[src/design/ufr_pkg.sv]
`default_nettype none

package ufr_pkg;

   localparam logic [7:0] CRC_POLY    = 8'h07;
   localparam logic [7:0] WRITE_FLAG  = 8'h80;
   localparam logic [7:0] SYNC_RESET  = 8'h05;
   localparam logic [7:0] NODE_RESET  = 8'h00;

   localparam int         FRAME_BYTES = 7;
   localparam int         FRAME_WIDTH = 8 * FRAME_BYTES;

   localparam logic [2:0] LAST_WRITE  = 3'd7;
   localparam logic [2:0] LAST_READ   = 3'd3;

   typedef enum logic [0:0] {
      OP_WRITE = 1'b0,
      OP_READ  = 1'b1
   } op_type;

   typedef enum logic [0:0] {
      REG_NODE_ADDRESS = 1'b0,
      REG_SYNC_BYTE    = 1'b1
   } reg_index_type;

   typedef struct packed {
      logic [7:0] node_address;
      logic [7:0] sync_byte;
   } cfg_type;

   // One byte through the CRC-8 register, least significant bit first.
   function automatic logic [7:0] crc8_step(input logic [7:0] crc, input logic [7:0] data);
      logic [7:0] c;
      logic       fb;
      c = crc;
      for (int b = 0; b < 8; b++) begin
         fb = c[7] ^ data[b];
         c  = {c[6:0], 1'b0};
         if (fb) begin
            c = c ^ CRC_POLY;
         end
      end
      return c;
   endfunction

endpackage

`default_nettype wire

[src/design/ufr_csr.sv]
`default_nettype none

module ufr_csr (
   input  wire logic           clock,
   input  wire logic           reset,
   input  wire logic           psel,
   input  wire logic           penable,
   input  wire logic           pwrite,
   input  wire logic [2:0]     paddr,
   input  wire logic [31:0]    pwdata,
   output logic      [31:0]    prdata,
   output logic                pready,
   output ufr_pkg::cfg_type    cfg
);
   import ufr_pkg::*;

   cfg_type       cfg_ff;
   cfg_type       cfg_in;
   reg_index_type index;
   logic          write_en;

   assign index    = reg_index_type'(paddr[2]);
   assign write_en = psel && penable && pwrite;
   assign pready   = 1'b1;

   always_comb begin
      cfg_in = cfg_ff;
      if (write_en) begin
         case (index)
            REG_NODE_ADDRESS: cfg_in.node_address = pwdata[7:0];
            REG_SYNC_BYTE:    cfg_in.sync_byte    = pwdata[7:0];
            default:          cfg_in = cfg_ff;
         endcase
      end
   end

   always_comb begin
      case (index)
         REG_NODE_ADDRESS: prdata = {24'd0, cfg_ff.node_address};
         REG_SYNC_BYTE:    prdata = {24'd0, cfg_ff.sync_byte};
         default:          prdata = 32'd0;
      endcase
   end

   always_ff @(posedge clock) begin
      if (reset) begin
         cfg_ff.node_address <= NODE_RESET;
         cfg_ff.sync_byte    <= SYNC_RESET;
      end else begin
         cfg_ff <= cfg_in;
      end
   end

   assign cfg = cfg_ff;

endmodule

`default_nettype wire

[src/design/ufr_framer.sv]
`default_nettype none

module ufr_framer (
   input  wire logic             clock,
   input  wire logic             reset,
   input  wire ufr_pkg::cfg_type cfg,
   input  wire logic             start,
   output logic                  busy,
   input  wire logic             req_operation,
   input  wire logic [6:0]       req_reg_address,
   input  wire logic [31:0]      req_write_data,
   output logic                  rsp_strobe,
   output logic      [7:0]       rsp_tx_byte,
   output logic                  rsp_last_byte
);
   import ufr_pkg::*;

   logic                   active_ff, active_in;
   logic                   read_ff, read_in;
   logic [2:0]             idx_ff, idx_in;
   logic [7:0]             crc_ff, crc_in;
   logic [FRAME_WIDTH-1:0] frame_ff, frame_in;
   logic                   strobe_ff, strobe_in;
   logic [7:0]             byte_ff, byte_in;
   logic                   last_ff, last_in;

   logic                   accept;
   logic                   at_last;
   logic [2:0]             last_idx;
   logic [7:0]             cur_byte;
   logic [7:0]             addr_byte;
   logic                   is_read;

   assign last_idx  = read_ff ? LAST_READ : LAST_WRITE;
   assign at_last   = active_ff && (idx_ff == last_idx);
   assign busy      = active_ff && !at_last;
   assign accept    = start && !busy;
   assign cur_byte  = at_last ? crc_ff : frame_ff[FRAME_WIDTH-1 -: 8];
   assign is_read   = (op_type'(req_operation) == OP_READ);
   assign addr_byte = is_read ? {1'b0, req_reg_address}
                              : ({1'b0, req_reg_address} | WRITE_FLAG);

   always_comb begin
      active_in = active_ff;
      read_in   = read_ff;
      idx_in    = idx_ff;
      crc_in    = crc_ff;
      frame_in  = frame_ff;
      strobe_in = 1'b0;
      byte_in   = byte_ff;
      last_in   = last_ff;

      if (active_ff) begin
         strobe_in = 1'b1;
         byte_in   = cur_byte;
         last_in   = at_last;
         crc_in    = crc8_step(crc_ff, cur_byte);
         frame_in  = {frame_ff[FRAME_WIDTH-9:0], 8'd0};
         idx_in    = 3'(idx_ff + 3'd1);
         if (at_last) begin
            active_in = 1'b0;
         end
      end

      if (accept) begin
         active_in = 1'b1;
         read_in   = is_read;
         idx_in    = 3'd0;
         crc_in    = 8'd0;
         frame_in  = {cfg.sync_byte, cfg.node_address, addr_byte, req_write_data};
      end
   end

   always_ff @(posedge clock) begin
      if (reset) begin
         active_ff <= 1'b0;
         strobe_ff <= 1'b0;
      end else begin
         active_ff <= active_in;
         strobe_ff <= strobe_in;
      end
   end

   always_ff @(posedge clock) begin
      read_ff  <= read_in;
      idx_ff   <= idx_in;
      crc_ff   <= crc_in;
      frame_ff <= frame_in;
      byte_ff  <= byte_in;
      last_ff  <= last_in;
   end

   assign rsp_strobe    = strobe_ff;
   assign rsp_tx_byte   = byte_ff;
   assign rsp_last_byte = last_ff;

endmodule

`default_nettype wire

[src/design/uart_register_datagram_framer.sv]
`default_nettype none

// Builds single-wire UART register datagrams, one word per cycle on rsp_tx_byte
// with rsp_strobe high. A write request gives eight words and a read request four,
// the last being the CRC-8 with rsp_last_byte set. Once start is taken the request
// is loaded into frame_ff, and each word passes through the output register byte_ff.
// busy drops on the cycle that carries the word just before the CRC word, so a new
// request can be taken then and its words follow the CRC word without a gap. The
// receiver cannot stall; every strobed word must be taken in its cycle. Registers
// should be written only while the block is idle.
module uart_register_datagram_framer (
   input  wire logic        clock,
   input  wire logic        reset,
   input  wire logic        start,
   output logic             busy,
   input  wire logic        req_operation,
   input  wire logic [6:0]  req_reg_address,
   input  wire logic [31:0] req_write_data,
   output logic             rsp_strobe,
   output logic      [7:0]  rsp_tx_byte,
   output logic             rsp_last_byte,
   input  wire logic        psel,
   input  wire logic        penable,
   input  wire logic        pwrite,
   input  wire logic [2:0]  paddr,
   input  wire logic [31:0] pwdata,
   output logic      [31:0] prdata,
   output logic             pready
);
   import ufr_pkg::*;

   cfg_type cfg;

   ufr_csr u_csr (
      .clock   (clock),
      .reset   (reset),
      .psel    (psel),
      .penable (penable),
      .pwrite  (pwrite),
      .paddr   (paddr),
      .pwdata  (pwdata),
      .prdata  (prdata),
      .pready  (pready),
      .cfg     (cfg)
   );

   ufr_framer u_framer (
      .clock           (clock),
      .reset           (reset),
      .cfg             (cfg),
      .start           (start),
      .busy            (busy),
      .req_operation   (req_operation),
      .req_reg_address (req_reg_address),
      .req_write_data  (req_write_data),
      .rsp_strobe      (rsp_strobe),
      .rsp_tx_byte     (rsp_tx_byte),
      .rsp_last_byte   (rsp_last_byte)
   );

endmodule

`default_nettype wire

[config.mk]
export PLATFORM = sky130hd
export DESIGN_NAME = uart_register_datagram_framer
export DESIGN_NICKNAME = d
export VERILOG_FILES = /design/src/design/ufr_pkg.sv /design/src/design/ufr_csr.sv /design/src/design/ufr_framer.sv /design/src/design/uart_register_datagram_framer.sv
export SDC_FILE = /design/constraint.sdc
export NUM_CORES = 1
export LEC_CHECK = 0
export BUFFER_PORTS_ARGS = -buffer_cell sky130_fd_sc_hd__buf_2
export CAP_MARGIN = 20
export CORE_ASPECT_RATIO = 0.9
export CORE_MARGIN = 1
export CORE_UTILIZATION = 57
export DETAILED_ROUTE_END_ITERATION = 10
export PLACE_DENSITY = 0.92
export SYNTH_ARGS = -nofsm -noshare
export SYNTH_HDL_FRONTEND = slang
export SYNTH_SLANG_ARGS = --single-unit
[constraint.sdc]
create_clock -name clock -period 5.5 [get_ports clock]
set_input_delay 0.825 -clock clock [delete_from_list [all_inputs] [get_ports clock]]
set_output_delay 0.825 -clock clock [all_outputs]
set_load 0.01 [all_outputs]
==> results.json, run 1 <==
{
  "hold_end": "u_csr.cfg[7]",
  "placed_cell_area_mm2": 0.00488,
  "wire_per_inst_um": 13.3,
  "finalSetupViolCount": 0,
  "hpwl_um": 5670,
  "path_clk_slew_ns": 0.10,
  "min-delay-start": "u_csr.cfg[7]",
  "via_per_inst": 5.12,
  "grt_start_max_net_pins": 67,
  "min_period_over_period_pct": 45.2,
  "routed_wl_um": 8510,
  "grt_first_pass_wirelength_um": 14100,
  "sw_frac_of_total_pct": 31.4,
  "grt_pass1_vias": 3185,
  "leakagePower_nw": 2.27,
  "final_nets": 620,
  "maxCapViolCount": 0,
  "htree_levels": 3,
  "pwr-share-seq_pct": 51.2,
  "multiInputGateArea_mm2": 0.00179,
  "cts-root-buf": "clkbuf_8",
  "fillers": 591,
  "postCtsSetupBuffers": 0,
  "worstPathArrival_ns": 2.79,
  "yosysWarnings": 0,
  "finish.utilization_pct": 66.2,
  "slew_violations": 0,
  "drc": 0,
  "netlist_area_mm2": 0.00461,
  "max_stage_delay_ns": 0.42,
  "clock_latency_ns": 0.37,
  "synth.ff_latch_count": 95,
  "power.density_mw_per_mm2": 367,
  "hold_path_class": "reg -> reg",
  "cts_tree": "yes",
  "tightest_slew_ns": 0.694,
  "rr_worst_depth": 8,
  "synthFlopType": "edfxtp_1",
  "start_util_pct": 59.9,
  "p_sw_uw": 587,
  "final_common_cell": "nand2_1",
  "first_iter_violations": 180,
  "grt_usage_pct": 21.2,
  "ys_types": 41,
  "die-area_mm2": 0.00846,
  "fmax_mhz": 402,
  "cp.required_ns": 5.80,
  "io_buffers": 73,
  "cts_hold_buf": 0,
  "mostFrequentLayoutCells": "nand2_1 (196), buf_2 (73), edfxtp_1 (66)",
  "synth_edf_count": 66,
  "async_flop_share_pct": 0,
  "postCtsResizedCells": 0,
  "whs_ns": 0.479,
  "synth_seq_area_share_pct": 55.6,
  "r2r_start": "u_framer.idx_ff[0]",
  "p_clk_share_pct": 23.8,
  "die_h_um": 87.3,
  "hold_depth": 2,
  "io-pin-count": 125,
  "vdd_drop_max_uv": 173,
  "crit_path_end_kind": "flop",
  "path_max_fanout": 14,
  "drive_gt1_share_pct": 20.1,
  "skew_ns": 0.0117,
  "rsz0062_at_grt": "false",
  "fin_area_mm2": 0.00509,
  "cts_buffers": 9,
  "worstSetupStartpointType": "flop",
  "drt-pass1-iter-count": 5,
  "slew_headroom_pct": 53.7,
  "vias": 3269,
  "p_comb_share_pct": 25.1,
  "place_inst": 622,
  "clock-sinks": 95,
  "outcome": "complete, no violations",
  "grt-ovfl-total": 0,
  "area_growth_pct": 10.5,
  "synth.avg_cell_area_um2": 9.63,
  "critPathBufInv": 1,
  "crit_chain": "ha_1 > and2_0 > nand2_2 > inv_2 > or3_1 > a211o_1 > a211oi_1 > o21bai_1",
  "postRouteAntennaNets": 0,
  "core_mm2": 0.00769,
  "reg2reg_slack_ns": 3.01,
  "final_cells": 639,
  "antenna_found_initial": 0,
  "crit_type": "reg -> reg",
  "n_antenna_cell": 0,
  "layout_min_cycle_time_ns": 2.49,
  "dieWidth_um": 96.8,
  "timing.rr.end": "u_framer.crc_ff[2]",
  "crit_family": "simple AND/OR/NAND/NOR gates",
  "cts_buffer_depth": 2,
  "intPower_mw": 1.28,
  "finalSetupTns_ns": 0,
  "place_congestion": 0.855,
  "cpMaxStageDelayCell": "or3_1",
  "seq_area_mm2": 0.00256,
  "rows": 30,
  "finalHoldViolCount": 0,
  "synth_cells": 479
}
==> cells in the mapped netlist (2+ instances only) <==
cell type,number,area [um2]
mux2i_1,3,30.0
conb_1,2,7.51
a211o_1,2,17.5
xnor2_1,24,210
nor4b_1,2,17.5
clkbuf_1,14,52.6
and2_1,8,50.1
edfxtp_1,66,1980
buf_4,29,218
dfxtp_1,29,581
inv_1,3,11.3
xor2_1,9,78.8
a21oi_1,20,100
nand2b_1,4,25.0
or3_1,3,18.8
nand4_1,3,18.8
buf_6,2,22.5
nand3_1,3,15.0
nand2_1,196,736
buf_2,7,35.0
nor2_1,11,41.3
xnor3_1,2,45.0
o21ai_0,6,30.0
mux2_2,10,113
inv_2,2,7.51
a211oi_1,3,22.5
nand3b_1,2,15.0
==> worst reg2reg max path, delay by kind of cell, from the launching register on <==
family / cells / cell delay (ns)
simple gates: 3 / 0.99
buf+inv: 1 / 0.17
compound gates: 3 / 0.71
flops: 1 / 0.33
fa+ha+maj: 1 / 0.22
==> registers in the layout, summed over array words and instances, names as in the netlist <==
register / cells
u_framer.frame_ff: 56
u_framer.rsp_tx_byte: 8
u_framer.active_ff: 1
u_framer.crc_ff: 8
u_csr.cfg: 16
u_framer.idx_ff: 3
u_framer.read_ff: 1
u_framer.rsp_strobe: 1
u_framer.rsp_last_byte: 1
==> logic make-up after synthesis <==
logic type / after synthesis / synth area share, %
compound gates: 36 / 4.56
buf+inv: 57 / 7.51
mux: 13 / 3.09
flops: 95 / 55.6
other cells: 2 / 0.163
xor+xnor: 35 / 7.24
simple gates: 240 / 21.6
fa+ha+maj: 1 / 0.271
==> metrics by stage <==
stage	worst slack [ns]	total power, mW
CTS	2.71	1.88
global placement	2.78	1.42
global route	2.81	1.98
floorplan	3.15	1.38
detailed placement	2.73	1.44
finish	3.01	1.87
==> worst max-delay path by stage <==
stage                             from                    end  slack (ns)  depth (start not counted)
floorplan                     paddr[2]              prdata[0]        3.15                          2
global route        u_framer.idx_ff[0]     u_framer.crc_ff[2]        2.81                          8
CTS                   u_framer.read_ff  u_framer.frame_ff[53]        2.71                          7
detailed placement    u_framer.read_ff  u_framer.frame_ff[53]        2.73                          7
finish              u_framer.idx_ff[0]     u_framer.crc_ff[2]        3.01                          8
global placement      u_framer.read_ff     u_framer.crc_ff[3]        2.78                          7
==> area by class of cell <==
| class | instances | share of cell area [%] |
|---|---|---|
| Clock buffer | 9 | 2.43 |
| Inverter | 5 | 0.368 |
| Tap cell | 96 | 2.36 |
| Sequential cell | 95 | 50.3 |
| Clock inverter | 7 | 1.38 |
| Multi-Input combinational cell | 350 | 35.2 |
| Timing Repair Buffer | 77 | 8.01 |
==> per-layer routing <==
| layer | global-route usage [%] | up-vias | wire length (um) |
|---|---|---|---|
| met1 | 23.3 | 1533 | 3530 |
| met5 | 0 | - | 0 |
| met3 | 6.74 | 9 | 454 |
| met2 | 40.3 | 86 | 4440 |
| met4 | 4.88 | 0 | 89 |
| li1 | - | 1641 | - |
==> power by group through the flow <==
stage / logic [mW] / clock network (mW) / registers (mW)
global placement: 0.450 / 0 / 0.967
CTS: 0.469 / 0.454 / 0.957
floorplan: 0.459 / 0 / 0.921
detailed placement: 0.465 / 0 / 0.973
finish: 0.469 / 0.445 / 0.958
global route: 0.524 / 0.482 / 0.970
Power figures use the tool's default switching activity.
==> inputs of run 2 (changes only) <==
Settings changed: ABC_AREA set to 1, CORE_UTILIZATION 57 to 53, PLACE_DENSITY 0.92 to 0.87.
Clock period 5.5 ns to 2.3 ns, I/O delays scaled along.
==> run 2 against run 1 <==
Worst hold slack lost 0.30 ns. Sequential share of layout area shrank 0.95 points. Sequential power grew 130%. Die area grew 7.4%. Combinational power grew 87%. Synthesized area is the same. Register-to-register slack lost 2.8 ns. Count of clock-buffer cells in the layout is the same. Critical path type unchanged. Clock skew grew 0.0072 ns. Critical endpoint is now u_framer.crc_ff[6].
==> results.json, run 2 <==
{
  "mostFrequentLayoutCells": "nand2_1 (190), buf_2 (73), edfxtp_1 (66)",
  "ys_types": 30,
  "cp_common_cell": "nand2_1",
  "finalHoldViolCount": 0,
  "postCtsResizedCells": 0,
  "cp.required_ns": 2.56,
  "area_growth_pct": 12.6,
  "power.density_mw_per_mm2": 791,
  "synth_area_leaders": "edfxtp_1 (43%), nand2_1 (16%), dfxtp_1 (13%)",
  "fmax_mhz": 483,
  "io-pin-count": 125,
  "reg2reg_slack_ns": 0.23,
  "clock-sinks": 95,
  "yosysMostFrequentCell": "nand2_1",
  "netlist_area_mm2": 0.00461,
  "core_mm2": 0.00822,
  "grt-ovfl-total": 0,
  "final_cells": 716,
  "timing.rr.end": "u_framer.crc_ff[6]",
  "synth_adder_area_share_pct": 0.271,
  "synth_top_family_by_area": "simple AND/OR/NAND/NOR gates",
  "die-area_mm2": 0.00908,
  "seq_area_mm2": 0.00256,
  "multiInputGateArea_mm2": 0.00167,
  "pre_cts_ws_ns": 0.218,
  "drt-pass1-iter-count": 4,
  "drc": 0,
  "postRouteAntennaNets": 0,
  "postCtsSetupBuffers": 0,
  "place_inst": 700,
  "cts_buffers": 9,
  "synth_cells": 525,
  "top_register": "u_framer.frame_ff",
  "rsz0062_at_grt": "false",
  "path_clk_slew_ns": 0.10,
  "synth.ff_latch_count": 95,
  "finalSetupViolCount": 0,
  "final_nets": 678,
  "n_antenna_cell": 0,
  "maxCapViolCount": 0,
  "dieWidth_um": 100,
  "path_max_fanout": 13,
  "grt_start_max_net_pins": 57,
  "drive_gt1_share_pct": 22.3,
  "finish.utilization_pct": 63.1,
  "crit_type": "reg -> reg",
  "cpMaxStageDelayCell": "dfxtp_1",
  "grt_first_pass_wirelength_um": 14900,
  "first_iter_violations": 212,
  "clock_latency_ns": 0.37,
  "finalSetupTns_ns": 0,
  "rows": 31,
  "start_util_pct": 56.1,
  "crit_chain": "ha_1 > nand2_2 > clkinv_4 > nand3_4 > o21ai_2 > xor2_2 > inv_2 > nand2_1 > nand2_1 > nand2_1 > nand3_1 > nand2_1 > inv_1",
  "layout_min_cycle_time_ns": 2.07,
  "hold_depth": 1,
  "synth_seq_area_share_pct": 55.6,
  "cts_buffer_depth": 2,
  "grt_pass1_vias": 3407,
  "min_period_over_period_pct": 90.1,
  "slew_violations": 0,
  "synth_xor_area_share_pct": 1.49,
  "synthTopCellsByCount": "nand2_1 (191), edfxtp_1 (66), inv_1 (43)",
  "r2r_start": "u_framer.idx_ff[0]",
  "synth_edf_count": 66,
  "crit_path_end_kind": "flop",
  "finalWorstSetupSlack_ns": 0.228,
  "synth_area_leader_cell": "edfxtp_1",
  "vias": 3531,
  "wire_per_inst_um": 12.3,
  "routed_wl_um": 8840,
  "synthFlopType": "edfxtp_1",
  "largest_register_ffs": 56,
  "max_stage_delay_ns": 0.37,
  "whs_ns": 0.175,
  "vdd_drop_max_uv": 484,
  "yosysWarnings": 0,
  "async_flop_share_pct": 0,
  "hold_end": "u_framer.read_ff",
  "fillers": 687,
  "cts_hold_buf": 0,
  "grt_usage_pct": 20.9,
  "htree_levels": 3,
  "skew_ns": 0.0189,
  "synth-simple-area-share_pct": 26.0,
  "netlist.area_leader.share_pct": 43.0,
  "hpwl_um": 6310,
  "die_h_um": 90.5,
  "antenna_found_initial": 0,
  "outcome": "complete, no violations",
  "synth.avg_cell_area_um2": 8.78,
  "io_buffers": 73,
  "synth_mux_area_share_pct": 0,
  "place_congestion": 0.848,
  "synth_compound_area_share_pct": 6.21,
  "via_per_inst": 4.93,
  "rr_worst_depth": 13,
  "min-delay-start": "req_operation",
  "hold_path_class": "in -> reg",
  "cts-root-buf": "clkbuf_8",
  "final_common_cell": "nand2_1",
  "leakagePower_nw": 2.48,
  "worstPathArrival_ns": 2.33,
  "worstSetupStartpointType": "flop",
  "cts_tree": "yes"
}
run 2: cell count changes in the layout (fill, tap and decap cells not counted), sizes merged, moves of 9 or more:
cell / previous run / this run
inv: 10 / 48
o21ai: 6 / 37
nand3: 3 / 27
xnor2: 24 / 1
nand2: 197 / 216
nor2: 11 / 28
mux2: 10 / 0
and2: 9 / 0
run 2: power breakdown:
group	switching (mW)	total, mW	leakage (nW)	internal (mW)
registers	0.0925	2.16	0.919	2.06
clock network	0.647	1.07	0.0997	0.427
logic	0.571	0.878	1.46	0.308
run 2: final cells by class:
type / count / area share (%)
Sequential cell: 95 / 49.3
Tap cell: 115 / 2.77
Multi-Input combinational cell: 363 / 32.2
Clock inverter: 7 / 1.42
Timing Repair Buffer: 80 / 8.29
Inverter: 47 / 3.59
Clock buffer: 9 / 2.39
run 2: worst max path at each step:
stage | startpoint | end | cells past startpoint | slack, ns
final | u_framer.idx_ff[0] | u_framer.crc_ff[6] | 13 | 0.23
after global placement | u_framer.idx_ff[0] | u_framer.crc_ff[6] | 13 | 0.33
after floorplan | u_framer.active_ff | u_framer.frame_ff[0] | 2 | 0.23
after CTS | u_framer.idx_ff[0] | u_framer.crc_ff[6] | 13 | 0.20
after global routing | u_framer.idx_ff[0] | u_framer.crc_ff[6] | 13 | 0.009
after detailed placement | u_framer.idx_ff[0] | u_framer.crc_ff[6] | 13 | 0.22
run 2: cells by family (layout without fill, tap and decap cells):
family                   count (synthesis)  after routing
other                                    2             25
flip-flops                              95             95
adder cells (fa/ha/maj)                  1              1
XOR/XNOR                                 7              7
AND/OR/NAND/NOR                        275            275
buffers and inverters                   90            143
AO/OA/AOI/OAI                           55             55
run 2: critical path: cells and delay by family (launching register included):
kind	cells	cell delay [ns]
buffers and inverters	3	0.19
adder cells (fa/ha/maj)	1	0.21
AO/OA/AOI/OAI	1	0.29
AND/OR/NAND/NOR	7	0.65
flip-flops	1	0.37
XOR/XNOR	1	0.26
run 2: through the flow:
step | total power [mW] | area (um2)
floorplan | 2.86 | 4700
global placement | 3.00 | 4990
detailed placement | 3.07 | 4990
CTS | 4.13 | 5190
global route | 4.33 | 5190
finish | 4.11 | 5190
run 2: metal layers:
layer | GRT usage, % | wire length [um]
met2 | 37.0 | 4610
met4 | 7.97 | 210
met5 | 0 | 0
met3 | 5.03 | 403
met1 | 24.2 | 3610
